$ cat src/design/cdq_pkg.sv
// ----------------------------------------------------------------------------
// cdq_pkg
// Types and constants shared by the circular deque and its checker.
// ----------------------------------------------------------------------------
package cdq_pkg;

    localparam int DEPTH_DEF = 8;
    localparam int DATA_W    = 32;
    localparam int FUNC_W    = 3;
    localparam int STATUS_W  = 2;

    // Operation codes; unused codes behave as a query.
    localparam logic [FUNC_W-1:0] FUNC_PUSH_BACK  = 3'd0;
    localparam logic [FUNC_W-1:0] FUNC_PUSH_FRONT = 3'd1;
    localparam logic [FUNC_W-1:0] FUNC_POP_FRONT  = 3'd2;
    localparam logic [FUNC_W-1:0] FUNC_POP_BACK   = 3'd3;
    localparam logic [FUNC_W-1:0] FUNC_QUERY      = 3'd4;

    // Result status codes.
    localparam logic [STATUS_W-1:0] ST_OK        = 2'd0;
    localparam logic [STATUS_W-1:0] ST_OVERFLOW  = 2'd1;
    localparam logic [STATUS_W-1:0] ST_UNDERFLOW = 2'd2;

    // Word shown at both ends when nothing is held.
    localparam logic signed [DATA_W-1:0] EMPTY_WORD = '1;

    typedef struct packed {
        logic [FUNC_W-1:0]        func;
        logic signed [DATA_W-1:0] data;
    } t_cdq_in;

    typedef struct packed {
        logic [STATUS_W-1:0]      status;
        logic signed [DATA_W-1:0] front_value;
        logic signed [DATA_W-1:0] rear_value;
        logic                     is_empty;
        logic                     is_full;
    } t_cdq_out;

endpackage

$ cat src/design/circular_deque.sv
// ----------------------------------------------------------------------------
// circular_deque
// Double-ended queue of 32-bit words held in a circular memory of DEPTH slots.
// ----------------------------------------------------------------------------
//
//   Channel   Direction   Handshake               Payload
//   -------   ---------   ---------------------   ---------
//   in        input       i_in_valid / o_in_stall   t_cdq_in
//   out       output      o_out_valid / i_out_stall t_cdq_out
//
// A beat moves the pointers and writes any pushed word at its accepting edge.
// The pending result then reads the front and rear words into the output
// register once the output is free or its last result is taken.
// Beats follow at one per cycle while the output is not stalled. The input
// stalls only while a stalled result holds the output and the next one waits.
// Reset empties the deque at once; the memory contents are not cleared.
// ----------------------------------------------------------------------------
module circular_deque
    import cdq_pkg::*;
#(
    parameter int DEPTH = DEPTH_DEF
) (
    input  logic     i_clk,
    input  logic     i_rst_n,
    input  logic     i_in_valid,
    output logic     o_in_stall,
    input  t_cdq_in  i_in,
    output logic     o_out_valid,
    input  logic     i_out_stall,
    output t_cdq_out o_out
);

    localparam int AW = (DEPTH > 1) ? $clog2(DEPTH) : 1;
    localparam logic [AW-1:0] LAST_IDX = AW'(DEPTH - 1);

    function automatic logic [AW-1:0] idx_next(input logic [AW-1:0] i);
        return (i == LAST_IDX) ? '0 : i + 1'b1;
    endfunction

    function automatic logic [AW-1:0] idx_prev(input logic [AW-1:0] i);
        return (i == '0) ? LAST_IDX : i - 1'b1;
    endfunction

    // Word store.
    logic signed [DATA_W-1:0] mem [DEPTH];

    // Pointer state.
    logic [AW-1:0] r_head, n_head;
    logic [AW-1:0] r_tail, n_tail;
    logic          r_empty, n_empty;

    // Result waiting for its memory read.
    logic                r_pend;
    logic [STATUS_W-1:0] r_p_status, n_status;

    // Output register.
    logic                     r_out_valid;
    logic [STATUS_W-1:0]      r_o_status;
    logic signed [DATA_W-1:0] r_o_front;
    logic signed [DATA_W-1:0] r_o_rear;
    logic                     r_o_empty;
    logic                     r_o_full;

    logic          accept;
    logic          load;
    logic          full_now;
    logic          wr_en;
    logic [AW-1:0] wr_addr;

    // The pending result moves to the output when the output is free or taken.
    assign load       = r_pend && (!r_out_valid || !i_out_stall);
    assign o_in_stall = r_pend && !load;
    assign accept     = i_in_valid && !o_in_stall;
    assign full_now   = !r_empty && (idx_next(r_tail) == r_head);

    // Pointer update and write request for the incoming operation.
    always_comb begin
        n_head   = r_head;
        n_tail   = r_tail;
        n_empty  = r_empty;
        n_status = ST_OK;
        wr_en    = 1'b0;
        wr_addr  = r_tail;
        unique case (i_in.func)
            FUNC_PUSH_BACK, FUNC_PUSH_FRONT: begin
                if (full_now) begin
                    n_status = ST_OVERFLOW;
                end else if (r_empty) begin
                    n_head  = '0;
                    n_tail  = '0;
                    n_empty = 1'b0;
                    wr_en   = 1'b1;
                    wr_addr = '0;
                end else if (i_in.func == FUNC_PUSH_BACK) begin
                    n_tail  = idx_next(r_tail);
                    wr_en   = 1'b1;
                    wr_addr = idx_next(r_tail);
                end else begin
                    n_head  = idx_prev(r_head);
                    wr_en   = 1'b1;
                    wr_addr = idx_prev(r_head);
                end
            end
            FUNC_POP_FRONT, FUNC_POP_BACK: begin
                if (r_empty) begin
                    n_status = ST_UNDERFLOW;
                end else if (r_head == r_tail) begin
                    n_head  = '0;
                    n_tail  = '0;
                    n_empty = 1'b1;
                end else if (i_in.func == FUNC_POP_FRONT) begin
                    n_head = idx_next(r_head);
                end else begin
                    n_tail = idx_prev(r_tail);
                end
            end
            default: begin
                n_status = ST_OK;
            end
        endcase
    end

    // Control state.
    always_ff @(posedge i_clk) begin
        if (!i_rst_n) begin
            r_head      <= '0;
            r_tail      <= '0;
            r_empty     <= 1'b1;
            r_pend      <= 1'b0;
            r_out_valid <= 1'b0;
        end else begin
            if (accept) begin
                r_head  <= n_head;
                r_tail  <= n_tail;
                r_empty <= n_empty;
            end
            r_pend <= accept || (r_pend && !load);
            if (load) begin
                r_out_valid <= 1'b1;
            end else if (!i_out_stall) begin
                r_out_valid <= 1'b0;
            end
        end
    end

    // Status of the beat in flight.
    always_ff @(posedge i_clk) begin
        if (accept) begin
            r_p_status <= n_status;
        end
    end

    // Memory write port. A push writes a free slot, so it never disturbs the
    // words that a pending result reads at the same edge.
    always_ff @(posedge i_clk) begin
        if (accept && wr_en) begin
            mem[wr_addr] <= i_in.data;
        end
    end

    // Memory read ports, registered into the output stage.
    always_ff @(posedge i_clk) begin
        if (load) begin
            r_o_front  <= mem[r_head];
            r_o_rear   <= mem[r_tail];
            r_o_status <= r_p_status;
            r_o_empty  <= r_empty;
            r_o_full   <= full_now;
        end
    end

    // Result beat.
    assign o_out_valid       = r_out_valid;
    assign o_out.status      = r_o_status;
    assign o_out.front_value = r_o_empty ? EMPTY_WORD : r_o_front;
    assign o_out.rear_value  = r_o_empty ? EMPTY_WORD : r_o_rear;
    assign o_out.is_empty    = r_o_empty;
    assign o_out.is_full     = r_o_full;

endmodule

$ cat config.mk
export PLATFORM = sky130hd
export DESIGN_NAME = circular_deque
export DESIGN_NICKNAME = d
export VERILOG_FILES = /design/src/design/cdq_pkg.sv /design/src/design/circular_deque.sv
export SDC_FILE = /design/constraint.sdc
export NUM_CORES = 1
export LEC_CHECK = 0
export BUFFER_PORTS_ARGS = -buffer_cell sky130_fd_sc_hd__clkbuf_2
export CAP_MARGIN = 20
export CORE_ASPECT_RATIO = 2
export CORE_MARGIN = 1
export CORE_UTILIZATION = 60
export CTS_CLUSTER_DIAMETER = 200
export DETAILED_ROUTE_END_ITERATION = 12
export PLACE_DENSITY = 0.79
export RECOVER_POWER = 25
export REMOVE_ABC_BUFFERS = 1
export SYNTH_ARGS = -nofsm -noshare
export SYNTH_HDL_FRONTEND = slang
export SYNTH_SLANG_ARGS = --single-unit
$ cat constraint.sdc
create_clock -name i_clk -period 12.52 [get_ports i_clk]
set_clock_uncertainty 0.1 [all_clocks]
set_input_delay 1.252 -clock i_clk [delete_from_list [all_inputs] [get_ports i_clk]]
set_output_delay 1.252 -clock i_clk [all_outputs]
set_load 0.1 [all_outputs]
==> results of run 1 <==
## per-layer routing
metal	track usage	part of all wire	vias up
met5	0	0	-
met4	0.104	0.035	0
met3	0.0284	0.055	67
met2	0.470	0.56	284
met1	0.294	0.35	4087
li1	-	-	3466
## final cells by class
cell class	count	area [µm²]	share of cell area
Tap cell	332	415	0.0247
Multi-Input combinational cell	425	4830	0.287
Antenna cell	1	2.50	0.000149
Clock buffer	30	729	0.0434
Sequential cell	335	9990	0.594
Clock inverter	19	135	0.00804
Inverter	7	26.3	0.00156
Timing Repair Buffer	123	683	0.0406
## power by group through the flow
stage / logic (mW) / registers, mW / clock network (mW)
floorplan: 0.140 / 1.31 / 0
global placement: 0.201 / 1.30 / 0
detailed placement: 0.203 / 1.30 / 0
CTS: 0.204 / 1.27 / 0.848
global route: 0.214 / 1.28 / 0.880
finish: 0.202 / 1.27 / 0.837
## worst max-delay path, delay by kind of cell (launching register included)
family                   cells  cell delay (ns)
AO/OA/AOI/OAI                1             0.28
XOR/XNOR                     1             0.25
adder cells (fa/ha/maj)      1             0.41
buffers and inverters        3             1.23
flip-flops                   1             0.63
multiplexers                 1             0.24
AND/OR/NAND/NOR              2             0.85
## cell usage in the layout, fill, tap and decap left out, drive strengths merged, types with 3 or more instances in the layout
| master | Yosys | routed |
|---|---|---|
| edfxtp | 326 | 326 |
| clkbuf | 23 | 138 |
| mux4 | 128 | 128 |
| nand2 | 101 | 101 |
| or2 | 66 | 66 |
| mux2 | 32 | 32 |
| clkinv | 1 | 17 |
| nor2 | 17 | 17 |
| buf | 32 | 15 |
| a21oi | 11 | 11 |
| dfxtp | 9 | 9 |
| ha | 8 | 8 |
| inv | 6 | 6 |
| o21ai | 6 | 6 |
| nor3 | 5 | 5 |
| or3 | 5 | 5 |
| nand3 | 4 | 4 |
| nand2b | 3 | 3 |
| o21a | 3 | 3 |
| a211oi | 3 | 3 |
| nor3b | 3 | 3 |
| xor2 | 3 | 3 |
## how the worst min path moves through the flow
stage,endpoint,slack [ns],cells past startpoint
finish,r_o_status[0],0.33,0
global placement,r_o_status[0],0.30,0
floorplan,r_o_status[0],0.30,0
global route,r_o_status[0],0.34,0
CTS,r_o_status[0],0.33,0
detailed placement,r_o_status[0],0.32,0
## kinds of logic (layout without fill, tap and decap cells)
| logic type | Yosys count | in the layout | synth area share |
|---|---|---|---|
| buffers and inverters | 62 | 179 | 0.0197 |
| muxes | 162 | 162 | 0.217 |
| DFF | 335 | 335 | 0.664 |
| xor gates and xnor gates | 5 | 5 | 0.00342 |
| other | 0 | 1 | 0 |
| and+or+nand+nor | 211 | 211 | 0.0703 |
| AOI/OAI and AO/OA | 39 | 39 | 0.0192 |
| adders and majority gates | 8 | 8 | 0.00666 |
## registers in the layout, summed over array words and instances (netlist names)
name         cells
mem            256
r_o_front       32
r_o_rear        32
r_head           3
r_tail           3
r_o_status       2
r_p_status       2
o_out_valid      1
r_empty          1
r_o_empty        1
r_o_full         1
r_pend           1
## per-stage QoR
| stage | util | worst slack, ns | area, µm² | power [mW] | cells |
|---|---|---|---|---|---|
| final | 0.685 | 8.13 | 16800 | 2.31 | 1272 |
| after global routing | 0.685 | 7.80 | 16800 | 2.37 | 1272 |
| after CTS | 0.684 | 7.89 | 16800 | 2.33 | 1269 |
| after detailed placement | 0.649 | 7.91 | 15900 | 1.50 | 1220 |
| after global placement | 0.648 | 7.90 | 15900 | 1.50 | 1219 |
| after floorplan | - | 5.62 | 14800 | 1.45 | 767 |
==> key figures, run 1 <==
Synth
  • Async set or reset register ratio after synthesis: 0
  • Dominant cell type by area after synthesis: edfxtp_1
  • Yosys cell types: 52
  • Syn avg cell area: approximately 18 µm²
  • Main synth FF type: edfxtp_1
  • Register area share after synthesis: 0.664
  • Leading cell type by number of instances after synthesis: edfxtp_1
  • Post-synthesis register bit count: 335
  • Cells after synthesis: about 800
  • Number of flops mapped to enable cells by yosys: 326
  • Synth top area cells: edfxtp_1 (65%), mux4_2 (19%), or2_2 (2.7%)
  • Synth top area share: 0.652
  • Netlist Area Pre-Place: ~0.015 mm²
  • Ys Warns: 0
  • Most frequent cells after synthesis: edfxtp_1 (326), mux4_2 (128), nand2_1 (101)

Placed design
  • IO Port Bufs: around 110
  • GPL Wtd Cong: between 0.9 and 1
  • DPL Wire Length: around 18000 µm

Cells and area
  • Nets: a little under 1000
  • Share of cells above drive strength 1: 0.412
  • Fillers: 1606
  • Syn-to-layout area delta: 11.9%

Worst setup path
  • Max stage delay on crit path: between 0.8 and 0.9 ns
  • Data arrival, critical path: between 4 and 5 ns
  • Slowest cell on crit path: buf_4
  • Reg2Reg Depth: 9
  • Critical path class: reg2reg
  • R2R Path End: mem[1][19]
  • Reg-to-reg startpoint: r_tail[0]
  • Setup crit start kind: flop
  • Origin of the worst setup path: r_tail[0]
  • Critical path endpoint: mem[1][19]
  • Critical Path Fanout Max: 51
  • Crit end category: flop
  • Cell chain of the critical path: buf_4 > inv_1 > ha_1 > xnor2_1 > nand4_4 > mux2i_1 > o21ai_1 > nor2_4 > buf_16
  • R2R Setup Slk: slightly above 8 ns
  • CP required: roughly 13 ns

Flow run
  • Max_cap viols: 0

Routing
  • DR pass1 iterations: 5
  • DR iter-0 viols: between 500 and 600
  • ANT nets after route: 0
  • Via/cell ratio: slightly above 6
  • Routed vias: roughly 7900
  • Drt drc: 0
  • Post-Route WL: between 30000 and 40000 µm
  • Detailed-route wire length per cell: roughly 24 µm

Clock tree
  • Post-CTS sizing: 0
  • Clock sink total: ~340
  • CTS Buf Count: 28
  • Htree depth: 1
  • Maximum buffer depth of the clock tree: 3
  • Post-CTS Setup Bufs: 0
  • Hold buffers post-CTS: 0
  • Worst skew pair latency: approximately 0.55 ns
  • Clock-pin slew on the worst setup and hold paths: approximately 0.060 ns
  • CTS Root Cell: clkbuf_16
  • CTS tree: yes

Power and ir drop
  • Peak VDD IR: 0.000130 V
  • Comb pwr share: 0.087
  • Cell Pwr Density: approximately 140 mW/mm²
  • Clock network fraction of design power: 0.362
  • Pint: between 1.5 and 2 mW
  • Static leakage: 5.36 nW
  • Psw: approximately 0.53 mW
  • Sw Share: 0.228
  • Share of power burned in registers: 0.551

Timing
  • Final Hold Viols: 0
  • Slew margin rel.: 0.290
  • Final sum of negative setup slack: 0 ns
  • Final max-slew violation count: 0
  • Tcrit/Tclk final: 0.350
  • RSZ-0062 raised after global routing: false
  • Fmax: 228 MHz
  • Final setup violation count: 0
  • Slew @ Worst Pin: about 1.1 ns
  • Post-layout minimum cycle time: about 4.4 ns
  • Worst Hold Slack: between 0.3 and 0.4 ns

Floorplanning
  • Die X: 114 µm
  • Boundary pin count: between 100 and 150
  • Die Ht: roughly 230 µm
  • Initial core utilization: 0.613
  • Rows: a little over 80
  • Core Area: 0.0245 mm²
  • Die area: 0.0257 mm²

Global route
  • First-pass GRT wire length: ~47000 µm
  • Total gr overflow: 0
  • Initial antenna violation count: 1
  • Global Route Usage Sum: 0.253
  • Largest net degree at the start of global routing: 71
  • Vias in the first global route: 8407

Worst hold path
  • Hold path startpoint: r_p_status[0]
  • Worst hold-check path type: reg2reg

Status
  • Status: finished clean
(Power assumes the default switching activity.)
==> inputs of run 2 (changes only) <==
--- a/config.mk
+++ b/config.mk
@@ -5,6 +5,7 @@
 export SDC_FILE = /design/constraint.sdc
 export NUM_CORES = 1
 export LEC_CHECK = 0
+export ABC_AREA = 1
 export BUFFER_PORTS_ARGS = -buffer_cell sky130_fd_sc_hd__clkbuf_2
 export CAP_MARGIN = 20
 export CORE_ASPECT_RATIO = 2
==> constraint.sdc (replaced) <==
create_clock -name i_clk -period 4.04 [get_ports i_clk]
set_clock_uncertainty 0.1 [all_clocks]
set_input_delay 0.404 -clock i_clk [delete_from_list [all_inputs] [get_ports i_clk]]
set_output_delay 0.404 -clock i_clk [all_outputs]
set_load 0.1 [all_outputs]
==> key figures, run 2 <==
Status
  • Status: finished clean

Timing
  • Slew margin rel.: 0.287 (-0.00335)
  • Worst setup margin: 1.02 ns (-7.12 ns)
  • Fmax: 331 MHz (+45%)
  • Tcrit/Tclk final: 0.748 (+0.398)
  • Final max-slew violation count: 0 (unchanged)
  • Slew @ Worst Pin: 1.07 ns (+0.00502 ns)
  • Post-layout minimum cycle time: 3.02 ns (-1.36 ns)
  • RSZ-0062 raised after global routing: false
  • Final Hold Viols: 0 (unchanged)
  • Final setup violation count: 0 (unchanged)
  • Final sum of negative setup slack: 0 ns (unchanged)

Worst setup path
  • Reg-to-reg startpoint: r_tail[0]
  • Cell chain of the critical path: ha_1 > ha_1 > nand2_1 > nand3_1 > nor2_2 > nand2_4 > nand2_2 > nor2_1 > nand3_1 > nor2_4 > buf_4
  • Setup crit start kind: flop
  • Data arrival, critical path: 3.17 ns (-1.37 ns)
  • Origin of the worst setup path: r_tail[0]
  • Critical Path Fanout Max: 15 (-71%)
  • Critical path class: reg2reg
  • Slowest cell on crit path: nor2_4
  • Crit end category: flop
  • CP required: 4.19 ns (-8.49 ns)
  • Max stage delay on crit path: 0.47 ns (-0.35 ns)
  • R2R Path End: mem[7][30]
  • Reg2Reg Depth: 11 (+2)
  • R2R Setup Slk: 1.02 ns (-7.12 ns)

Synth
  • Register area share after synthesis: 0.640 (-0.0232)
  • Syn avg cell area: 10.6 µm² (-42%)
  • Main synth FF type: edfxtp_1
  • Leading cell type by number of instances after synthesis: edfxtp_1
  • Post-synthesis register bit count: 335 (unchanged)
  • Dominant cell type by area after synthesis: edfxtp_1
  • Async set or reset register ratio after synthesis: 0 (unchanged)
  • Most frequent cells after synthesis: edfxtp_1 (326), o21ai_0 (245), nand2_1 (178)
  • Ys Warns: 0 (unchanged)
  • Synth top area share: 0.629 (-0.0228)
  • Yosys cell types: 35 (-33%)
  • Netlist Area Pre-Place: 0.0156 mm² (+3.6%)
  • Number of flops mapped to enable cells by yosys: 326 (unchanged)
  • Synth top area cells: edfxtp_1 (63%), o21ai_0 (7.9%), nand2_1 (4.3%)
  • Cells after synthesis: 1466 (+78%)

Floorplanning
  • Rows: 83 (+2.5%)
  • Die area: 0.0266 mm² (+3.6%)
  • Core Area: 0.0255 mm² (+4.2%)
  • Boundary pin count: 109 (unchanged)
  • Die X: 116 µm (+1.8%)
  • Die Ht: 230 µm (+1.8%)
  • Initial core utilization: 0.609 (-0.00318)

Cells and area
  • Syn-to-layout area delta: 12.3%
  • Nets: 1578 (+63%)
  • Max FFs per register: 256 (unchanged)
  • N_diodes: 0 (-1)
  • Largest registers: mem: 256 flops, r_o_front: 32 flops, r_o_rear: 32 flops
  • Biggest register: mem
  • Commonest non-fill, non-tap cells in the layout: edfxtp_1 (326), o21ai_0 (245), nand2_1 (178), a21oi_1 (132), inv_1 (116)
  • Share of cells above drive strength 1: 0.166 (-0.246)
  • Most common cell after layout, fill and taps aside: edfxtp_1
  • Final Instance Area: 0.0175 mm² (+4.0%)

Clock tree
  • CTS Root Cell: clkbuf_16
  • Htree depth: 1 (unchanged)
  • Worst skew pair latency: 0.57 ns (+0.02 ns)
  • CTS tree: yes
  • Maximum buffer depth of the clock tree: 3 (unchanged)
  • Clock-pin slew on the worst setup and hold paths: 0.07 ns (about the same)
  • CTS Buf Count: 29 (+3.6%)
  • Clock sink total: 335 (unchanged)

Global route
  • Largest net degree at the start of global routing: 107 (+51%)
  • First-pass GRT wire length: 58900 µm (+25%)
  • Global Route Usage Sum: 0.295 (+0.0423)
  • Initial antenna violation count: 0 (-1)
  • Vias in the first global route: 11400 (+36%)
  • Total gr overflow: 0 (unchanged)

Power and ir drop
  • Static leakage: 6.15 nW (+15%)
  • Cell Pwr Density: 458 mW/mm² (+230%)
  • Sw Share: 0.257 (+0.0290)
  • Psw: 2.06 mW (+290%)
  • Clock network fraction of design power: 0.374 (+0.012)
  • Share of power burned in registers: 0.494 (-0.057)
  • Pint: 5.94 mW (+230%)
  • Peak VDD IR: 0.000416 V (+220%)
  • Comb pwr share: 0.131 (+0.044)

Flow run
  • Max_cap viols: 0 (unchanged)

Routing
  • Drt drc: 0 (unchanged)
  • Routed vias: 11600 (+47%)
  • DR iter-0 viols: 1038 (+94%)
  • Detailed-route wire length per cell: 20.2 µm (-17%)
  • ANT nets after route: 0 (unchanged)
  • Via/cell ratio: 6.14 (-1.2%)
  • Post-Route WL: 38200 µm (+23%)
  • DR pass1 iterations: 5 (unchanged)

Placed design
  • IO Port Bufs: 108 (unchanged)
  • Placed cell area: 0.0165 mm² (+3.4%)
  • DPL Wire Length: 22700 µm (+26%)
  • Post-place setup slack: 1.02 ns (-6.88 ns)
  • GPL Wtd Cong: 0.858 (-6.0%)

Worst hold path
  • Worst hold-check path type: in2reg
  • Hold depth: 1 (+1)
  • Hold path startpoint: i_in[27]
  • Hold path endpoint: mem[3][27]
-- run 2: cell count changes after synthesis, sizes merged, moves of 32 or more --
| cell | change |
|---|---|
| a31oi | +65 |
| inv | +115 |
| a21oi | +121 |
| mux2 | -32 |
| mux4 | -128 |
| nand2 | +83 |
| o21ai | +254 |
| nor2 | +80 |
| o211ai | +63 |
| clkbuf | +43 |
-- run 2: final cells by class --
cell class,count,area [µm²]
inverter,122,458
fill,1831,8070
clock inverter,16,248
timing repair buffer,142,842
sequential,335,9980
clock buffer,37,786
multi-input combinational,901,4740
tap,340,425
-- run 2: kinds of logic (layout without fill, tap and decap cells) --
kind of cell / Yosys count / in the layout / share of synthesized area
XOR/XNOR: 2 / 2 / 0.00233
buffers and inverters: 230 / 317 / 0.0596
adder cells (fa/ha/maj): 8 / 8 / 0.00643
flip-flops: 335 / 335 / 0.640
AO/OA/AOI/OAI: 529 / 529 / 0.187
AND/OR/NAND/NOR: 362 / 362 / 0.104
-- run 2: metal layers --
| layer | share of wire | track usage | wire, µm | up-vias |
|---|---|---|---|---|
| li1 | - | - | - | 5350 |
| met1 | 0.34 | 0.348 | 13100 | 5484 |
| met2 | 0.52 | 0.504 | 20000 | 645 |
| met3 | 0.081 | 0.0390 | 3090 | 137 |
| met4 | 0.052 | 0.181 | 1970 | 0 |
| met5 | 0 | 0 | 0 | - |
-- run 2: worst max-delay path: cells and delay by family, from the launching register on --
kind,cells,cell delay (ns)
and+or+nand+nor,8,1.33
adders and majority gates,2,0.55
DFF,1,0.38
buffers and inverters,1,0.35
-- run 2: worst max-delay path by stage --
stage	end	slack, ns
floorplan	mem[6][0]	-3.49
global placement	mem[7][28]	1.07
detailed placement	mem[7][30]	1.02
CTS	mem[7][28]	1.01
global route	mem[7][0]	0.84
finish	mem[7][30]	1.02
-- run 2: through the flow --
stage / hold slack (ns) / util / power, mW / std cells
6_report: 0.0670 / 0.684 / 8.00 / 1893
5_1_grt: 0.0648 / 0.684 / 8.23 / 1893
4_1_cts: 0.00415 / 0.685 / 8.02 / 1893
3_5_place_dp: 0.322 / 0.644 / 5.07 / 1838
3_3_place_gp: 0.320 / 0.644 / 5.05 / 1838
2_1_floorplan: 0.300 / - / 4.75 / 1358
-- run 2: power by group through the flow --
| stage | clock network [mW] | logic [mW] | registers, mW |
|---|---|---|---|
| after floorplan | 0 | 0.636 | 4.12 |
| after global placement | 0 | 1.02 | 4.03 |
| after detailed placement | 0 | 1.04 | 4.03 |
| after CTS | 3.02 | 1.04 | 3.95 |
| after global routing | 3.14 | 1.13 | 3.96 |
| final | 2.99 | 1.05 | 3.95 |
-- run 2: repair_timing --
| item | 4_1_cts | 5_1_grt |
|---|---|---|
| resized for setup | 0 | 0 |
| hold endpoints to repair | 2 | 0 |
| hold buffers | 2 | 0 |
| setup buffers | 0 | 0 |
==> inputs of run 3 (changes only) <==
==> constraint.sdc (replaced) <==
create_clock -name i_clk -period 2.81 [get_ports i_clk]
set_clock_uncertainty 0.1 [all_clocks]
set_input_delay 0.281 -clock i_clk [delete_from_list [all_inputs] [get_ports i_clk]]
set_output_delay 0.281 -clock i_clk [all_outputs]
set_load 0.1 [all_outputs]
==> key figures, run 3 (synthesis gave the netlist of run 2 again) <==
Placed design
  • Placed cell area: 0.0166 mm² (+0.84%)
  • GPL Wtd Cong: 0.892 (+4.0%)
  • Placed cell count: 1843 (+0.27%)
  • IO Port Bufs: 108 (unchanged)
  • DPL Wire Length: 22800 µm (+0.53%)

Power and ir drop
  • Peak VDD IR: 0.000577 V (+39%)
  • Static leakage: 6.26 nW (+1.7%)
  • Cell Pwr Density: 618 mW/mm² (+35%)

Worst setup path
  • R2R Path End: mem[3][24]
  • Critical Path Fanout Max: 18 (+3)
  • R2R Setup Slk: 0.15 ns (-0.87 ns)
  • CP required: 2.98 ns (-1.21 ns)
  • Data arrival, critical path: 2.83 ns (-0.34 ns)
  • Origin of the worst setup path: r_tail[0]
  • Reg2Reg Depth: 10 (-1)
  • Reg-to-reg startpoint: r_tail[0]
  • Setup crit start kind: flop
  • Critical path endpoint: mem[3][24]
  • Critical path class: reg2reg
  • Crit end category: flop

Cells and area
  • Max FFs per register: 256 (unchanged)
  • Commonest non-fill, non-tap cells in the layout: edfxtp_1 (326), o21ai_0 (245), nand2_1 (177), a21oi_1 (132), inv_1 (116)
  • Finished Layout Cells: 1928 (+1.8%)
  • Most common cell after layout, fill and taps aside: edfxtp_1
  • Final Instance Area: 0.0178 mm² (+1.9%)
  • Biggest register: mem
  • Final core utilization: 0.697 (+0.0132)
  • Fillers: 1813 (-0.98%)
  • Syn-to-layout area delta: 14.4%
  • Share of cells above drive strength 1: 0.163 (-0.00303)
  • N_diodes: 0 (unchanged)
  • Nets: 1617 (+2.5%)
  • Largest registers: mem: 256 flops, r_o_front: 32 flops, r_o_rear: 32 flops

Timing
  • Tcrit/Tclk final: 0.947 (+0.199)
  • RSZ-0062 raised after global routing: false
  • Post-layout minimum cycle time: 2.66 ns (-0.362 ns)
  • Fmax: 376 MHz (+14%)
  • Final max-slew violation count: 0 (unchanged)
  • Final setup violation count: 0 (unchanged)
  • Worst Hold Slack: 0.0861 ns (+0.0191 ns)
  • Slew @ Worst Pin: 1.14 ns (+0.0737 ns)
  • Final Hold Viols: 0 (unchanged)
  • Final sum of negative setup slack: 0 ns (unchanged)
  • Slew margin rel.: 0.238 (-0.0491)

Floorplanning
  • Core Area: 0.0255 mm² (unchanged)
  • Die X: 116 µm (unchanged)
  • Die area: 0.0266 mm² (unchanged)
  • Die Ht: 230 µm (unchanged)
  • Rows: 83 (unchanged)
  • Initial core utilization: 0.609 (unchanged)
  • Boundary pin count: 109 (unchanged)

Clock tree
  • Maximum buffer depth of the clock tree: 3 (unchanged)
  • Worst skew pair latency: 0.57 ns (about the same)
  • CTS tree: yes
  • Clock-pin slew on the worst setup and hold paths: 0.07 ns (about the same)
  • CTS Root Cell: clkbuf_16
  • CTS Buf Count: 28 (-3.4%)
  • Htree depth: 1 (unchanged)
  • Clock sink total: 335 (unchanged)

Global route
  • Largest net degree at the start of global routing: 165 (+54%)
  • Total gr overflow: 0 (unchanged)
  • Initial antenna violation count: 0 (unchanged)
  • First-pass GRT wire length: 59200 µm (+0.57%)
  • Vias in the first global route: 11500 (+0.47%)
  • Global Route Usage Sum: 0.294 (-0.000852)

Flow run
  • Max_cap viols: 0 (unchanged)

Routing
  • ANT nets after route: 0 (unchanged)
  • Post-Route WL: 38200 µm (+0.24%)
  • Detailed-route wire length per cell: 19.8 µm (-1.6%)
  • Via/cell ratio: 6.09 (-0.78%)
  • Drt drc: 0 (unchanged)
  • DR pass1 iterations: 6 (+1)
  • DR iter-0 viols: 1204 (+16%)
  • Routed vias: 11700 (+1.1%)

Status
  • Status: finished clean

Worst hold path
  • Worst hold-check path type: in2reg
run 3: cell count changes in the layout (fill, tap and decap cells not counted), sizes merged:
cell / before / now
dlygate4sd3: 2 / 37
buf: 32 / 37
clkinvlp: 0 / 3
clkbuf: 145 / 142
bufinv: 6 / 1
run 3: metrics by stage:
stage          power [mW]  setup WS [ns]
6_report             11.0          0.149
5_1_grt              11.3         0.0199
4_1_cts              11.0          0.104
3_5_place_dp         7.29          0.133
3_3_place_gp         7.25          0.166
2_1_floorplan        6.84          -4.72
run 3: per-layer routing:
metal / share of wire / GRT usage / vias to the layer above
li1: - / - / 5425
met5: 0 / 0 / -
met4: 0.055 / 0.185 / 0
met2: 0.52 / 0.510 / 642
met1: 0.34 / 0.338 / 5503
met3: 0.076 / 0.0364 / 169
run 3: cell type report:
cell class | count | area (µm²) | area share
flip-flops and latches | 335 | 9980 | 0.560
multi-input cells | 901 | 4740 | 0.266
repair buffers | 182 | 1330 | 0.0748
clock buffers | 34 | 744 | 0.0418
inverters | 122 | 458 | 0.0257
well taps | 340 | 425 | 0.0239
clock inverters | 14 | 129 | 0.00723
run 3: worst min path at each step:
stage | cells after the start | from | end
CTS | 4 | i_in[34] | r_empty
floorplan | 1 | i_rst_n | r_empty
detailed placement | 0 | r_p_status[0] | r_o_status[0]
global route | 4 | i_in[34] | r_empty
finish | 4 | i_in[34] | r_empty
global placement | 0 | r_p_status[1] | r_o_status[1]
run 3: worst max-delay path: stages (launching register included):
cell and delay [ns]:
dfxtp_4 0.38, ha_1 0.21, ha_1 0.33, o21ai_1 0.17, nor2_2 0.08, nand2_4 0.09
nand2_2 0.07, nor2_1 0.20, nand3_2 0.26, nor2_4 0.26, buf_12 0.21
run 3: power breakdown:
group | total [mW] | switching, mW | internal, mW
Sequential | 5.69 | 0.0430 | 5.64
Clock | 3.77 | 1.77 | 2.00
Combinational | 1.55 | 1.16 | 0.392
run 3: repair_timing:
| action | in CTS | in global routing |
|---|---|---|
| gates resized for setup | 0 | 2 |
| hold buffers | 37 | 0 |
| endpoints found under the hold margin | 265 | 0 |
| endpoints found under the setup margin | 0 | 140 |
| setup buffers | 0 | 0 |
